## src/design/rgad_pkg.sv

```systemverilog
// ----------------------------------------------------------------------------
// rgad_pkg
// Shared types and constants for the RLE glyph alpha span decoder.
// ----------------------------------------------------------------------------
package rgad_pkg;

  localparam int unsigned ALPHA_W = 8;
  localparam int unsigned COORD_W = 16;
  // Glyph column: below glyph_width (max 255) plus one run of up to 128
  localparam int unsigned COL_W   = 9;
  // Screen column arithmetic: 16-bit signed base plus glyph column
  localparam int unsigned SCOL_W  = 18;
  localparam int unsigned IDX_W   = 3;
  localparam int unsigned SPAN_W  = 2 * COORD_W + 2 * ALPHA_W;

  // Header byte fields
  localparam int unsigned HDR_REPEAT_BIT = 7;
  localparam logic [6:0]  HDR_COUNT_MASK = 7'h7f;

  // Register reset values
  localparam logic [ALPHA_W-1:0]        GLOBAL_ALPHA_RST  = 8'd255;
  localparam logic [ALPHA_W-1:0]        GLYPH_WIDTH_RST   = 8'd8;
  localparam logic [ALPHA_W-1:0]        SKIP_ROWS_RST     = 8'd0;
  localparam logic signed [COORD_W-1:0] ROW_START_COL_RST = 16'sd0;
  localparam logic signed [COORD_W-1:0] CLIP_LEFT_RST     = 16'sd0;
  localparam logic signed [COORD_W-1:0] CLIP_RIGHT_RST    = 16'sd32767;
  localparam logic signed [COORD_W-1:0] FIRST_ROW_RST     = 16'sd0;
  localparam logic signed [COORD_W-1:0] LAST_ROW_RST      = 16'sd0;

  typedef enum logic [IDX_W-1:0] {
    CFG_GLOBAL_ALPHA  = 3'd0,
    CFG_GLYPH_WIDTH   = 3'd1,
    CFG_SKIP_ROWS     = 3'd2,
    CFG_ROW_START_COL = 3'd3,
    CFG_CLIP_LEFT     = 3'd4,
    CFG_CLIP_RIGHT    = 3'd5,
    CFG_FIRST_ROW     = 3'd6,
    CFG_LAST_ROW      = 3'd7
  } cfg_idx_e;

  typedef enum logic [1:0] {
    PH_HEADER  = 2'd0,
    PH_REPEAT  = 2'd1,
    PH_LITERAL = 2'd2
  } phase_e;

  typedef struct packed {
    logic [ALPHA_W-1:0]        global_alpha;
    logic [ALPHA_W-1:0]        glyph_width;
    logic [ALPHA_W-1:0]        skip_rows;
    logic signed [COORD_W-1:0] row_start_col;
    logic signed [COORD_W-1:0] clip_left;
    logic signed [COORD_W-1:0] clip_right;
    logic signed [COORD_W-1:0] first_row;
    logic signed [COORD_W-1:0] last_row;
  } cfg_t;

  // Packed in tdata order: lowest field last
  typedef struct packed {
    logic [ALPHA_W-1:0] blend_alpha;
    logic [ALPHA_W-1:0] span_length;
    logic [COORD_W-1:0] span_col;
    logic [COORD_W-1:0] span_row;
  } span_t;

endpackage

```

## src/design/rgad_cfg_regs.sv

```systemverilog
// ----------------------------------------------------------------------------
// rgad_cfg_regs
// Configuration register file, written through the indexed write channel.
// ----------------------------------------------------------------------------
module rgad_cfg_regs import rgad_pkg::*; (
  input  logic                 clk_i,
  input  logic                 rst_ni,
  input  logic                 cfg_valid_i,
  output logic                 cfg_ready_o,
  input  logic [IDX_W-1:0]     cfg_index_i,
  input  logic [COORD_W-1:0]   cfg_data_i,
  output cfg_t                 cfg_o
);

  cfg_t cfg_q, cfg_d;

  assign cfg_ready_o = 1'b1;
  assign cfg_o       = cfg_q;

  always_comb begin
    cfg_d = cfg_q;
    if (cfg_valid_i) begin
      unique case (cfg_idx_e'(cfg_index_i))
        CFG_GLOBAL_ALPHA:  cfg_d.global_alpha  = cfg_data_i[ALPHA_W-1:0];
        CFG_GLYPH_WIDTH:   cfg_d.glyph_width   = cfg_data_i[ALPHA_W-1:0];
        CFG_SKIP_ROWS:     cfg_d.skip_rows     = cfg_data_i[ALPHA_W-1:0];
        CFG_ROW_START_COL: cfg_d.row_start_col = cfg_data_i;
        CFG_CLIP_LEFT:     cfg_d.clip_left     = cfg_data_i;
        CFG_CLIP_RIGHT:    cfg_d.clip_right    = cfg_data_i;
        CFG_FIRST_ROW:     cfg_d.first_row     = cfg_data_i;
        CFG_LAST_ROW:      cfg_d.last_row      = cfg_data_i;
        default:           cfg_d = cfg_q;
      endcase
    end
  end

  always_ff @(posedge clk_i or negedge rst_ni) begin
    if (!rst_ni) begin
      cfg_q.global_alpha  <= GLOBAL_ALPHA_RST;
      cfg_q.glyph_width   <= GLYPH_WIDTH_RST;
      cfg_q.skip_rows     <= SKIP_ROWS_RST;
      cfg_q.row_start_col <= ROW_START_COL_RST;
      cfg_q.clip_left     <= CLIP_LEFT_RST;
      cfg_q.clip_right    <= CLIP_RIGHT_RST;
      cfg_q.first_row     <= FIRST_ROW_RST;
      cfg_q.last_row      <= LAST_ROW_RST;
    end else begin
      cfg_q <= cfg_d;
    end
  end

endmodule

```

## src/design/rgad_alpha_scale.sv

```systemverilog
// ----------------------------------------------------------------------------
// rgad_alpha_scale
// floor(alpha * global alpha / 255) with a reciprocal add in place of a divider.
// ----------------------------------------------------------------------------
module rgad_alpha_scale import rgad_pkg::*; (
  input  logic [ALPHA_W-1:0] alpha_i,
  input  logic [ALPHA_W-1:0] brush_i,
  output logic [ALPHA_W-1:0] alpha_o
);

  logic [2*ALPHA_W-1:0] prod;
  logic [2*ALPHA_W:0]   sum;

  // x / 255 == (x + 1 + (x >> 8)) >> 8, exact for any product of two 8-bit values
  assign prod    = alpha_i * brush_i;
  assign sum     = {1'b0, prod} + (2*ALPHA_W+1)'(1)
                 + {{(ALPHA_W+1){1'b0}}, prod[2*ALPHA_W-1:ALPHA_W]};
  assign alpha_o = sum[2*ALPHA_W-1:ALPHA_W];

endmodule

```

## src/design/rgad_decode.sv

```systemverilog
// ----------------------------------------------------------------------------
// rgad_decode
// Run-length decode state, row tracking and span clipping for one byte.
// ----------------------------------------------------------------------------
module rgad_decode import rgad_pkg::*; (
  input  logic               clk_i,
  input  logic               rst_ni,
  input  logic               adv_i,      // byte leaves the input register
  input  logic [ALPHA_W-1:0] byte_i,
  input  logic               begin_i,
  input  cfg_t               cfg_i,
  output logic               span_vld_o,
  output span_t              span_o
);

  phase_e                    phase_q, phase_d;
  logic [ALPHA_W-1:0]        lit_q, lit_d;
  logic [ALPHA_W-1:0]        rep_q, rep_d;
  logic [COL_W-1:0]          col_q, col_d;
  logic [ALPHA_W-1:0]        rskip_q, rskip_d;
  logic signed [COORD_W-1:0] row_q, row_d;
  logic                      done_q, done_d;

  // state as seen after an optional glyph restart
  phase_e                    e_phase;
  logic [ALPHA_W-1:0]        e_lit, e_rep, e_rskip;
  logic [COL_W-1:0]          e_col;
  logic signed [COORD_W-1:0] e_row;
  logic                      e_done;

  logic [ALPHA_W-1:0]        scaled;
  logic [ALPHA_W-1:0]        cnt;
  logic                      pix_phase;
  logic signed [SCOL_W-1:0]  c0, c1, lo, hi, c0c, c1c, len;
  logic [COL_W-1:0]          col_end;
  logic [ALPHA_W-1:0]        lit_dec;
  logic                      run_end;

  always_comb begin
    if (begin_i) begin
      e_phase = PH_HEADER;
      e_lit   = '0;
      e_rep   = '0;
      e_col   = '0;
      e_rskip = '0;
      e_row   = cfg_i.first_row;
      e_done  = (cfg_i.skip_rows == '0) && (cfg_i.first_row > cfg_i.last_row);
    end else begin
      e_phase = phase_q;
      e_lit   = lit_q;
      e_rep   = rep_q;
      e_col   = col_q;
      e_rskip = rskip_q;
      e_row   = row_q;
      e_done  = done_q;
    end
  end

  rgad_alpha_scale u_scale (
    .alpha_i (byte_i),
    .brush_i (cfg_i.global_alpha),
    .alpha_o (scaled)
  );

  // span geometry and clipping
  always_comb begin
    pix_phase = (e_phase == PH_REPEAT) || (e_phase == PH_LITERAL);
    cnt       = (e_phase == PH_REPEAT) ? e_rep : ALPHA_W'(1);
    c0  = SCOL_W'(cfg_i.row_start_col) + $signed({{(SCOL_W-COL_W){1'b0}}, e_col});
    c1  = c0 + $signed({{(SCOL_W-ALPHA_W){1'b0}}, cnt}) - SCOL_W'(1);
    lo  = SCOL_W'(cfg_i.clip_left);
    hi  = SCOL_W'(cfg_i.clip_right);
    c0c = (c0 < lo) ? lo : c0;
    c1c = (c1 > hi) ? hi : c1;
    len = c1c - c0c + SCOL_W'(1);

    span_vld_o = adv_i && !e_done && pix_phase && (e_rskip >= cfg_i.skip_rows)
               && (scaled != '0) && (c0c <= c1c);
    span_o.span_row    = e_row;
    span_o.span_col    = c0c[COORD_W-1:0];
    span_o.span_length = len[ALPHA_W-1:0];
    span_o.blend_alpha = scaled;
  end

  // next state
  always_comb begin
    phase_d = e_phase;
    lit_d   = e_lit;
    rep_d   = e_rep;
    col_d   = e_col;
    rskip_d = e_rskip;
    row_d   = e_row;
    done_d  = e_done;
    lit_dec = e_lit - ALPHA_W'(1);
    col_end = e_col + ((e_phase == PH_REPEAT) ? COL_W'(e_rep) : COL_W'(1));
    run_end = 1'b0;

    if (!e_done) begin
      unique case (e_phase)
        PH_REPEAT: begin
          rep_d   = '0;
          run_end = 1'b1;
        end
        PH_LITERAL: begin
          lit_d   = lit_dec;
          col_d   = col_end;
          run_end = (lit_dec == '0);
        end
        default: begin
          if (byte_i[HDR_REPEAT_BIT]) begin
            rep_d   = {1'b0, byte_i[6:0] & HDR_COUNT_MASK} + ALPHA_W'(1);
            phase_d = PH_REPEAT;
          end else begin
            lit_d   = byte_i + ALPHA_W'(1);
            phase_d = PH_LITERAL;
          end
        end
      endcase
    end

    if (run_end) begin
      phase_d = PH_HEADER;
      col_d   = col_end;
      if (col_end >= COL_W'(cfg_i.glyph_width)) begin
        col_d = '0;
        if (e_rskip < cfg_i.skip_rows) begin
          rskip_d = e_rskip + ALPHA_W'(1);
          if ((rskip_d >= cfg_i.skip_rows) && (e_row > cfg_i.last_row)) begin
            done_d = 1'b1;
          end
        end else if (e_row >= cfg_i.last_row) begin
          done_d = 1'b1;
        end else begin
          row_d = e_row + COORD_W'(1);
        end
      end
    end
  end

  always_ff @(posedge clk_i or negedge rst_ni) begin
    if (!rst_ni) begin
      phase_q <= PH_HEADER;
      lit_q   <= '0;
      rep_q   <= '0;
      col_q   <= '0;
      rskip_q <= '0;
      row_q   <= '0;
      done_q  <= 1'b1;
    end else if (adv_i) begin
      phase_q <= phase_d;
      lit_q   <= lit_d;
      rep_q   <= rep_d;
      col_q   <= col_d;
      rskip_q <= rskip_d;
      row_q   <= row_d;
      done_q  <= done_d;
    end
  end

endmodule

```

## src/design/rle_glyph_alpha_span_decoder.sv

```systemverilog
// ----------------------------------------------------------------------------
// rle_glyph_alpha_span_decoder
// Decodes run-length compressed 8-bit alpha glyphs into clipped pixel spans.
// ----------------------------------------------------------------------------
// Takes one compressed glyph byte per clock on the slave stream (tuser marks
// the first header byte of a glyph) and produces at most one span per byte on
// the master stream. Throughput is one byte per cycle while the output does
// not stall; each byte is captured in the input register, then the single
// decode stage updates run/row state and writes its span, if any, into the
// output register, from which it leaves while m_axis_tready is high. A stalled
// output holds the byte in the input register and takes s_axis_tready low.
// Header bytes, skipped rows, fully clipped runs and zero alphas produce no
// span. A repeat run yields one span; each literal pixel yields a span of
// length one. Registers are written through the cfg channel, which is always
// ready; write them only while no byte is in flight.
// ----------------------------------------------------------------------------
module rle_glyph_alpha_span_decoder import rgad_pkg::*; (
  input  logic                 clk_i,
  input  logic                 rst_ni,
  // configuration writes
  input  logic                 cfg_valid_i,
  output logic                 cfg_ready_o,
  input  logic [IDX_W-1:0]     cfg_index_i,
  input  logic [COORD_W-1:0]   cfg_data_i,
  // compressed byte stream
  input  logic                 s_axis_tvalid,
  output logic                 s_axis_tready,
  input  logic [7:0]           s_axis_tdata,   // [7:0] data_byte
  input  logic                 s_axis_tuser,   // [0] glyph_begin
  // span stream
  output logic                 m_axis_tvalid,
  input  logic                 m_axis_tready,
  output logic [SPAN_W-1:0]    m_axis_tdata    // [15:0] span_row, [31:16] span_col,
                                               // [39:32] span_length, [47:40] blend_alpha
);

  cfg_t               cfg;

  // input register
  logic               in_vld_q;
  logic [ALPHA_W-1:0] in_byte_q;
  logic               in_begin_q;

  // result register
  logic               out_vld_q, out_vld_d;
  span_t              out_span_q;

  logic               adv;
  logic               span_vld;
  span_t              span;

  rgad_cfg_regs u_cfg (
    .clk_i       (clk_i),
    .rst_ni      (rst_ni),
    .cfg_valid_i (cfg_valid_i),
    .cfg_ready_o (cfg_ready_o),
    .cfg_index_i (cfg_index_i),
    .cfg_data_i  (cfg_data_i),
    .cfg_o       (cfg)
  );

  // The byte in the input register moves on whenever the result register
  // is free or being drained this cycle.
  assign adv           = in_vld_q && (!out_vld_q || m_axis_tready);
  assign s_axis_tready = !in_vld_q || adv;

  always_ff @(posedge clk_i or negedge rst_ni) begin
    if (!rst_ni) begin
      in_vld_q <= 1'b0;
    end else if (s_axis_tready) begin
      in_vld_q <= s_axis_tvalid;
    end
  end

  always_ff @(posedge clk_i) begin
    if (s_axis_tready && s_axis_tvalid) begin
      in_byte_q  <= s_axis_tdata;
      in_begin_q <= s_axis_tuser;
    end
  end

  rgad_decode u_dec (
    .clk_i      (clk_i),
    .rst_ni     (rst_ni),
    .adv_i      (adv),
    .byte_i     (in_byte_q),
    .begin_i    (in_begin_q),
    .cfg_i      (cfg),
    .span_vld_o (span_vld),
    .span_o     (span)
  );

  always_comb begin
    out_vld_d = out_vld_q;
    if (adv) begin
      out_vld_d = span_vld;
    end else if (m_axis_tready) begin
      out_vld_d = 1'b0;
    end
  end

  always_ff @(posedge clk_i or negedge rst_ni) begin
    if (!rst_ni) begin
      out_vld_q <= 1'b0;
    end else begin
      out_vld_q <= out_vld_d;
    end
  end

  always_ff @(posedge clk_i) begin
    if (adv && span_vld) begin
      out_span_q <= span;
    end
  end

  assign m_axis_tvalid = out_vld_q;
  assign m_axis_tdata  = out_span_q;

  // a shown span always has pixels and visible alpha
  a_span_nonzero: assert property (@(posedge clk_i) disable iff (!rst_ni)
    out_vld_q |-> (out_span_q.span_length != '0) && (out_span_q.blend_alpha != '0))
    else $error("span with zero length or alpha");

  // a byte held in the input register is not dropped while the output stalls
  a_in_held: assert property (@(posedge clk_i) disable iff (!rst_ni)
    (in_vld_q && !adv) |=> in_vld_q && $stable(in_byte_q) && $stable(in_begin_q))
    else $error("pending byte lost under stall");

  // input back-pressure only when both registers are full and output stalls
  a_ready_low: assert property (@(posedge clk_i) disable iff (!rst_ni)
    !s_axis_tready |-> in_vld_q && out_vld_q && !m_axis_tready)
    else $error("input stalled without cause");

endmodule
```

## config.mk

```make
export PLATFORM = sky130hd
export DESIGN_NAME = rle_glyph_alpha_span_decoder
export DESIGN_NICKNAME = d
export VERILOG_FILES = /design/src/design/rgad_pkg.sv /design/src/design/rgad_cfg_regs.sv /design/src/design/rgad_alpha_scale.sv /design/src/design/rgad_decode.sv /design/src/design/rle_glyph_alpha_span_decoder.sv
export SDC_FILE = /design/constraint.sdc
export NUM_CORES = 1
export LEC_CHECK = 0
export ABC_AREA = 1
export BUFFER_PORTS_ARGS = -buffer_cell sky130_fd_sc_hd__buf_2
export CAP_MARGIN = 15
export CORE_UTILIZATION = 64
export DETAILED_ROUTE_END_ITERATION = 7
export PLACE_DENSITY = 0.87
export SLEW_MARGIN = 40
export SYNTH_ARGS = -nofsm -noshare
export SYNTH_HDL_FRONTEND = slang
export SYNTH_HIERARCHICAL = 1
export SYNTH_SLANG_ARGS = --single-unit
```

## constraint.sdc

```tcl
create_clock -name clk_i -period 13 [get_ports clk_i]
set_clock_uncertainty 0.2 [all_clocks]
set_input_delay 0.65 -clock clk_i [delete_from_list [all_inputs] [get_ports clk_i]]
set_output_delay 0.65 -clock clk_i [all_outputs]
set_load 0.005 [all_outputs]
```

Yosys cells after proc, flatten, opt, wreduce, memory -nomap -nowiden

Index checks and enable logic that the tools add are counted.

Register bits: 215
Bits of input ports: 33
Output and inout port bits: 51
Word-level logic and storage cells: 127

$add $sub $neg: 13
Multipliers: 1
Magnitude comparators: 10
Eq/ne operators: 9
Multiplexer cells: 41
Reduce and logical (&&, ||, !) cells: 30

Operator list:

| cell                                               | count |
|---|---|
| 2-to-1 mux 8 bit                                   | 12 |
| 2-to-1 mux 16 bit                                  | 5 |
| 2-to-1 mux 9 bit                                   | 5 |
| 2-to-1 mux 18 bit                                  | 2 |
| > comparator 16 bit                                | 2 |
| one-hot mux 8 bit (2 select lines)                 | 2 |
| adder 17 x 9 -> 18 bit                             | 1 |
| > comparator 18 x 16 -> 1 bit                      | 1 |
| less-or-equal comparator 18 bit                    | 1 |
| subtractor 18 x 2 -> 18 bit, second input constant | 1 |
| adder 16 x 10 -> 17 bit                            | 1 |
| less-than comparator 17 x 16 -> 1 bit              | 1 |
| adder 16 x 1 -> 16 bit, second input constant      | 1 |
| adder 16 x 2 -> 16 bit, second input constant      | 1 |
| adder 16 x 8 -> 16 bit                             | 1 |
| adder 8 x 1 -> 8 bit, second input constant        | 2 |
| >= comparator 16 bit                               | 1 |
| >= comparator 8 bit                                | 2 |
| zero test 8 bit                                    | 2 |
| multiplier 8 x 8 -> 16 bit                         | 1 |
| AND reduction 2 bit                                | 8 |
| equality test 3 bit, second input constant         | 4 |
| logical AND 1 bit                                  | 10 |
| 2-to-1 mux 2 bit                                   | 5 |
| 19 further kinds                                   | 32 |

Longest topological paths before layout

Gate-level depths: netlist of run 1.

Depth in word-level cells: 10
Gate-level depth with buffers: 55
Depth with buffers taken out: 53

Hierarchy

The synthesis of run 1 kept the hierarchy.

By module, submodules not included:

| module                       | instances | cells an instance | area each (um^2) | sequential area each (um^2) |
|---|---|---|---|---|
| rgad_decode                  | 1         | 1546              | 9641.7           | 1302.5 |
| rgad_cfg_regs                | 1         | 468               | 4127.7           | 2632.5 |
| rgad_alpha_scale             | 1         | 503               | 3032.9           | 0.0 |
| rle_glyph_alpha_span_decoder | 1         | 72                | 1818.0           | 1761.7 |

Least setup slack after synthesis of run 1

OpenSTA, ideal clock, no wires.

Kind: reg2reg
Start: reg in_begin_q
End: reg out_span_q, in the netlist m_axis_tdata[0] (enable)
Library setup time: 454 ps
Arrival time: 9043 ps
Data required time: 12346 ps
Path slack: 3303 ps
Cell stages (with the launch flop): 55
Path buffers: 5
Period minus slack after synthesis: 9697 ps
Cells stage by stage: edfxtp_1 > buf_4 > buf_2 > buf_2 > clkbuf_1 > nor2_1 > ha_1 > ha_1 > inv_1 > nand2_1 > nand2_1 > nand2_2 > xnor2_1 > inv_1 > ha_1 > inv_1 > ha_1 > nand2_1 > [... 19 more ...] > nand2_1 > inv_1 > clkbuf_1 > nand2_1 > o21ai_0 > ha_1 > inv_1 > fa_1 > a21oi_1 > nor2_1 > o21bai_1 > nand2_1 > a21oi_1 > xnor2_1 > nor2_1 > nor4_1 > inv_1 > nor2_1

Longest elaborated chain between the ends: 10
Elaborated cells on any way between the ends: 25
Those cells by class: 3 x add/sub; 4 x order compare; 2 x eq/ne; 8 x mux; 8 x reduce/logical

Ends and longest elaborated chain:

| item                                                                           | line                                | text |
|---|---|---|
| start: declaration                                                             | rle_glyph_alpha_span_decoder.sv:42  | `logic in_begin_q;` |
| start signal: assignment                                                       | rle_glyph_alpha_span_decoder.sv:78  | `in_begin_q <= s_axis_tuser;` |
| parallel branches: the longest is 8 deep, another holds adder 17 x 9 -> 18 bit | --                                  |  |
| logical AND 1 bit (*)                                                          | rgad_decode.sv:78                   | `&& (scaled != '0) && (c0c <= c1c);` |
| via span_vld                                                                   | rle_glyph_alpha_span_decoder.sv:49  | `logic span_vld;` |
| logical AND 1 bit (*)                                                          | rle_glyph_alpha_span_decoder.sv:111 | `if (adv && span_vld) begin` |
| end signal: assignment                                                         | rle_glyph_alpha_span_decoder.sv:112 | `out_span_q <= span;` |
| end: declaration                                                               | rle_glyph_alpha_span_decoder.sv:46  | `span_t out_span_q;` |

Mark *: on every way through the listed nets, which the timed path passes.
A chain may end at the register's enable or synchronous reset.

Final worst setup path of run 1

Start: reg in_begin_q
End: reg out_span_q, in the netlist m_axis_tdata[30] (enable)

The elaborated chain is that of the path after synthesis.

==> out/qor.txt, run 1 <==
crit path from - in_begin_q
FFs w/ async S/R, synth - 73.5%
Antenna Diode Count - 0
Hold Path Class - input port to flop
CTS tree - built
starting density of the core - 65.0%
Setup TNS - 0 ps
Die Area - 0.0298 mm2
Fin. Hold Viols - 0
Clock Latency Late Sink - 560 ps
Pwr per Cell Area - 246 mW/mm2
antenna violations before repair - 0
count of maximum capacitance violations - 0
global-route wire length before repair - 81,800 um
Clock Sinks - 215
CP max-delay cell - buf_4
Layout area overhead - 8.07%
final-stage net count - 2,906
htree depth - 1
Core Util, Final - 70.3%
sw frac - 50.2%
final slew viol count - 0
Seq/Total Area, Yosys - 30.6%
vias in the first global route - 17.2k
switching pwr - 2.49 mW
area share of the largest cell type after synthesis - 17.9%
commonest cells in the synthesized netlist - 830 x nand2_1, 441 x inv_1, 198 x ha_1, 156 x nand3_1, 134 x nor2_1
cell internal pwr - 2.47 mW
Critical Path AT - 9510 ps
GR Util All Layers - 33.4%
CTS resizes - 0
drt via density - 5.71
dpl hpwl - 36,800 um
Peak supply drop - 187 uV
Slew HR - 50.8%
deepest clock path buffer count - 3
Finished Layout Cells - 3,039
leak pwr - 11.2 nW
Setup crit end kind - flop
EDFF count, synth - 57
clock-pin slew on the worst setup and hold paths - 50 ps
clock power share - 14.9%
crit-path most repeated cell - nand2_1
status - finished clean
vias - 17.4k
Primary FF master, synth - dfrtp_1
cell with the most instances after synthesis - nand2_1
Sequential Power Share - 20.6%
warnings from Yosys - 6
largest cells by area after synthesis - dfrtp_1 18%, nand2_1 17%, ha_1 13%
Die H - 173 um
routed length per instance - 16.3 um
placed cells - 2,991
crit-path max cell delay - 570 ps
Final period util - 73.4%
# setup viols final - 0
RSZ-0062 raised after global routing - no
CTS Buf Count - 26
floorplan core area - 0.0286 mm2
synthesized area - 0.0186 mm2
Final Wtd Congestion - 0.974
port buffer count - 82
Worst Setup Start Kind - flop
Synth Register Bits - 215
Avg Inst Size Synth - 7.19 um2
combinational power share - 64.4%
largest net degree at the start of global routing - 83
layout cells sized above 1 - 10.3%
Detailed Route WL - 49,600 um
R2R setup slack - 3460 ps
Synth area leader - dfrtp_1
Routed Antenna Nets - 0
CP Max Fanout - 48
Ports - 84
Hold Path Origin - s_axis_tdata[6]
Least-Margin Pin Slew - 738 ps
initial DRC count - 1,552
CP required - 12,970 ps
syn nets - 2,859
kind of critical path - flop to flop
Clock Root Buffer - clkbuf_16
fmax - 105 MHz
min Tclk post-route - 9540 ps
Die W - 173 um
drt first pass iters - 5
site row count - 62
DRC viols - 0
Post-Syn Instances - 2,589
Critical R2R Launch - in_begin_q
total gr overflow - 0
Synth cell types - 65
## critical path, delay by kind of cell, from the launching register on
family / cells / cell delay (ps)
DFF: 1 / 320
AOI/OAI and AO/OA: 9 / 1710
buffers and inverters: 12 / 2270
xor gates and xnor gates: 3 / 530
and+or+nand+nor: 24 / 2460
adders and majority gates: 6 / 1620
## flip-flops by register name, summed over array words and instances, names as in the netlist
name,count
in_byte_q,8
u_dec/lit_q,8
u_dec/done_q,1
u_dec/phase_q,2
in_vld_q,1
u_dec/row_q,16
m_axis_tvalid,1
m_axis_tdata,48
u_dec/col_q,9
u_dec/rep_q,8
u_cfg/cfg_o,104
in_begin_q,1
u_dec/rskip_q,8
## cell usage in the layout, fill, tap and decap left out, types with 26 or more instances in the layout
cell and n:
nand2_1 829, inv_1 440, ha_1 198, nand3_1 156
dfrtp_1 133, nor2_1 130, o21ai_0 99, a21oi_1 92
buf_2 81, edfxtp_1 57, nand4_1 46, fa_1 39
nand2_2 37, clkbuf_16 28, xor2_1 26
## final timing paths
kind                                          to  cells past startpoint
worst max-delay path            m_axis_tdata[30]                     54
worst min-delay path                in_byte_q[6]                      1
worst max register to register  m_axis_tdata[30]                     54
worst min register to register   u_cfg/cfg_o[41]                      2
max in group asynchronous        u_cfg/cfg_o[66]                      3
min in group asynchronous        u_dec/row_q[10]                      2
## metrics by stage
stage	cell area (um2)	setup slack [ps]	total power [mW]	hold WS, ps
3_5_place_dp	19200	3800	4.12	258
3_3_place_gp	19200	4220	3.97	255
5_1_grt	20100	2420	5.43	55.8
6_report	20100	3460	4.96	67.3
4_1_cts	20100	3630	4.91	56.3
2_1_floorplan	18600	3300	3.39	154
## cell type report
class	count	area, um2
fillers	2265	8500
clock buffers	38	778
inverters	444	1670
repair buffers	93	508
flip-flops and latches	215	5700
multi-input cells	1856	10900
well taps	384	480
clock inverters	9	101
## cells by family after synthesis
family          after synthesis  share of synthesized area (%)
other cells                   1                         0.0201
simple gates               1289                           29.9
compound gates              283                           8.70
xor+xnor                     46                           2.24
buf+inv                     518                           11.0
flops                       215                           30.6
fa+ha+maj                   237                           17.5
## power by group through the flow
| stage | combinational [mW] | sequential, mW | clock (mW) |
|---|---|---|---|
| global route | 3.61 | 1.04 | 0.774 |
| finish | 3.19 | 1.02 | 0.740 |
| detailed placement | 3.09 | 1.03 | 0 |
| global placement | 2.94 | 1.02 | 0 |
| floorplan | 2.40 | 0.983 | 0 |
| CTS | 3.14 | 1.02 | 0.747 |
## routing by layer
layer / track usage [%] / wire [um] / part of all wire [%]
met1: 41.4 / 20000 / 40
met2: 57.6 / 23800 / 48
met3: 3.78 / 3350 / 6.8
met4: 16.9 / 2400 / 4.8
met5: 0 / 0 / 0
## repair_timing
action,4_1_cts,5_1_grt
hold buffers,1,0
setup endpoints to repair,0,0
buffers inserted,0,0
endpoints found under the hold margin,65,0
Power figures use the tool's default switching activity.
==> run 2: changes to the inputs <==
Clock period 13 ns to 9.5 ns, I/O delays scaled along.
==> out/qor.txt, run 2 (synthesized netlist as in run 1, its figures left out) <==
status - finished clean
floorplan core area - 0.0286 mm2
Largest register FFs - 104
CP Max Fanout - 32
port buffer count - 82
layout cells sized above 1 - 10.5%
CTS tree - built
CTS Buf Count - 26
post-layout worst setup margin - 882 ps
crit-path leading delay family - simple AND/OR/NAND/NOR gates
Crit path buffers/inverters - 11
final slew viol count - 0
Routed Antenna Nets - 0
vias in the first global route - 17.2k
site row count - 62
Detailed Route WL - 50,100 um
crit-path max cell delay - 510 ps
fmax - 116 MHz
drt first pass iters - 8
GR Util All Layers - 33.5%
Critical Path AT - 8650 ps
CP required - 9530 ps
final instance area - 0.0204 mm2
placed cells - 2,993
total gr overflow - 0
Worst Setup Start Kind - flop
Ports - 84
final-stage net count - 2,925
CP max-delay cell - edfxtp_1
Worst setup endpoint - m_axis_tdata[19]
Final period util - 90.7%
deepest clock path buffer count - 3
CP Depth - 52
Setup crit end kind - flop
DRC viols - 0
Die W - 173 um
# setup viols final - 0
clock-pin slew on the worst setup and hold paths - 60 ps
reg2reg path depth - 52
leak pwr - 11.3 nW
Layout area overhead - 9.53%
Pwr per Cell Area - 336 mW/mm2
R2R setup slack - 880 ps
kind of critical path - flop to flop
Clock Latency Late Sink - 560 ps
most frequent cells in the layout - 829 x nand2_1, 441 x inv_1, 198 x ha_1
Critical R2R Launch - in_begin_q
Clock Root Buffer - clkbuf_16
RR Endpoint - m_axis_tdata[19]
Die Area - 0.0298 mm2
initial DRC count - 1,468
pre-CTS WS - 552 ps
starting density of the core - 65.0%
post-layout total power - 6.85 mW
crit-path most repeated cell - nand2_1
drt via density - 5.70
dpl hpwl - 36,800 um
crit path from - in_begin_q
antenna violations before repair - 1
vias - 17.5k
min Tclk post-route - 8620 ps
Finished Layout Cells - 3,060
Clock Sinks - 215
Final Wtd Congestion - 0.925
CTS resizes - 0
Setup TNS - 0 ps
Slew HR - 49.9%
routed length per instance - 16.4 um
Hold Path Class - input port to flop
largest net degree at the start of global routing - 87
commonest non-fill, non-tap cell in the layout - nand2_1
Least-Margin Pin Slew - 750 ps
RSZ-0062 raised after global routing - no
count of maximum capacitance violations - 0
Peak supply drop - 274 uV
Fin. Hold Viols - 0
placed inst area - 0.0193 mm2
Die H - 173 um
global-route wire length before repair - 81,900 um
htree depth - 1
-- run 2: cell count changes in the layout (fill, tap and decap cells not counted), moves of 2 or more --
cell / before / now
clkinv_2: 5 / 3
dlygate4sd3_1: 1 / 17
clkbuf_1: 6 / 1
buf_12: 0 / 2
clkinvlp_4: 1 / 6
-- run 2: tightest hold or removal path, cell delays in order --
cell,delay [ps]
buf_2,150
nand2_1,80
nand2_1,50
-- run 2: cell type report --
type | count | area (um2)
Multi-Input combinational cell | 1856 | 10900
Timing Repair Buffer | 112 | 716
Clock inverter | 13 | 143
Clock buffer | 35 | 798
Inverter | 444 | 1670
Antenna cell | 1 | 2.50
Fill cell | 2233 | 8230
Tap cell | 384 | 480
Sequential cell | 215 | 5700
-- run 2: per-stage QoR --
step	hold slack [ps]	utilization, %
floorplan	-20.6	-
global route	27.2	71.2
detailed placement	260	67.3
CTS	6.35	71.2
global placement	255	67.2
finish	17.5	71.2
-- run 2: per-layer routing --
metal / global-route usage [%] / part of all wire (%)
met2: 58.2 / 48
met1: 41.4 / 40
met4: 14.8 / 4.2
met3: 4.86 / 7.2
met5: 0 / 0
-- run 2: how the worst min path moves through the flow --
| stage | cells past startpoint | end | start |
|---|---|---|---|
| 3_3_place_gp | 2 | u_cfg/cfg_o[91] | u_cfg/cfg_o[91] |
| 2_1_floorplan | 0 | in_vld_q | rst_ni |
| 6_report | 3 | u_cfg/cfg_o[40] | cfg_data_i[8] |
| 5_1_grt | 3 | u_cfg/cfg_o[40] | cfg_data_i[8] |
| 4_1_cts | 3 | u_cfg/cfg_o[40] | cfg_data_i[8] |
| 3_5_place_dp | 2 | u_cfg/cfg_o[2] | u_cfg/cfg_o[2] |
-- run 2: repair_timing --
action / CTS / global route
setup buffers: 0 / 1
hold endpoints to repair: 90 / 0
setup endpoints to repair: 0 / 48
hold buffers: 17 / 0
-- run 2: power breakdown --
group	total (mW)	internal, mW	switching [mW]
Clock	1.07	0.646	0.420
Sequential	1.40	1.24	0.157
Combinational	4.38	1.55	2.83
Total	6.85	3.44	3.40
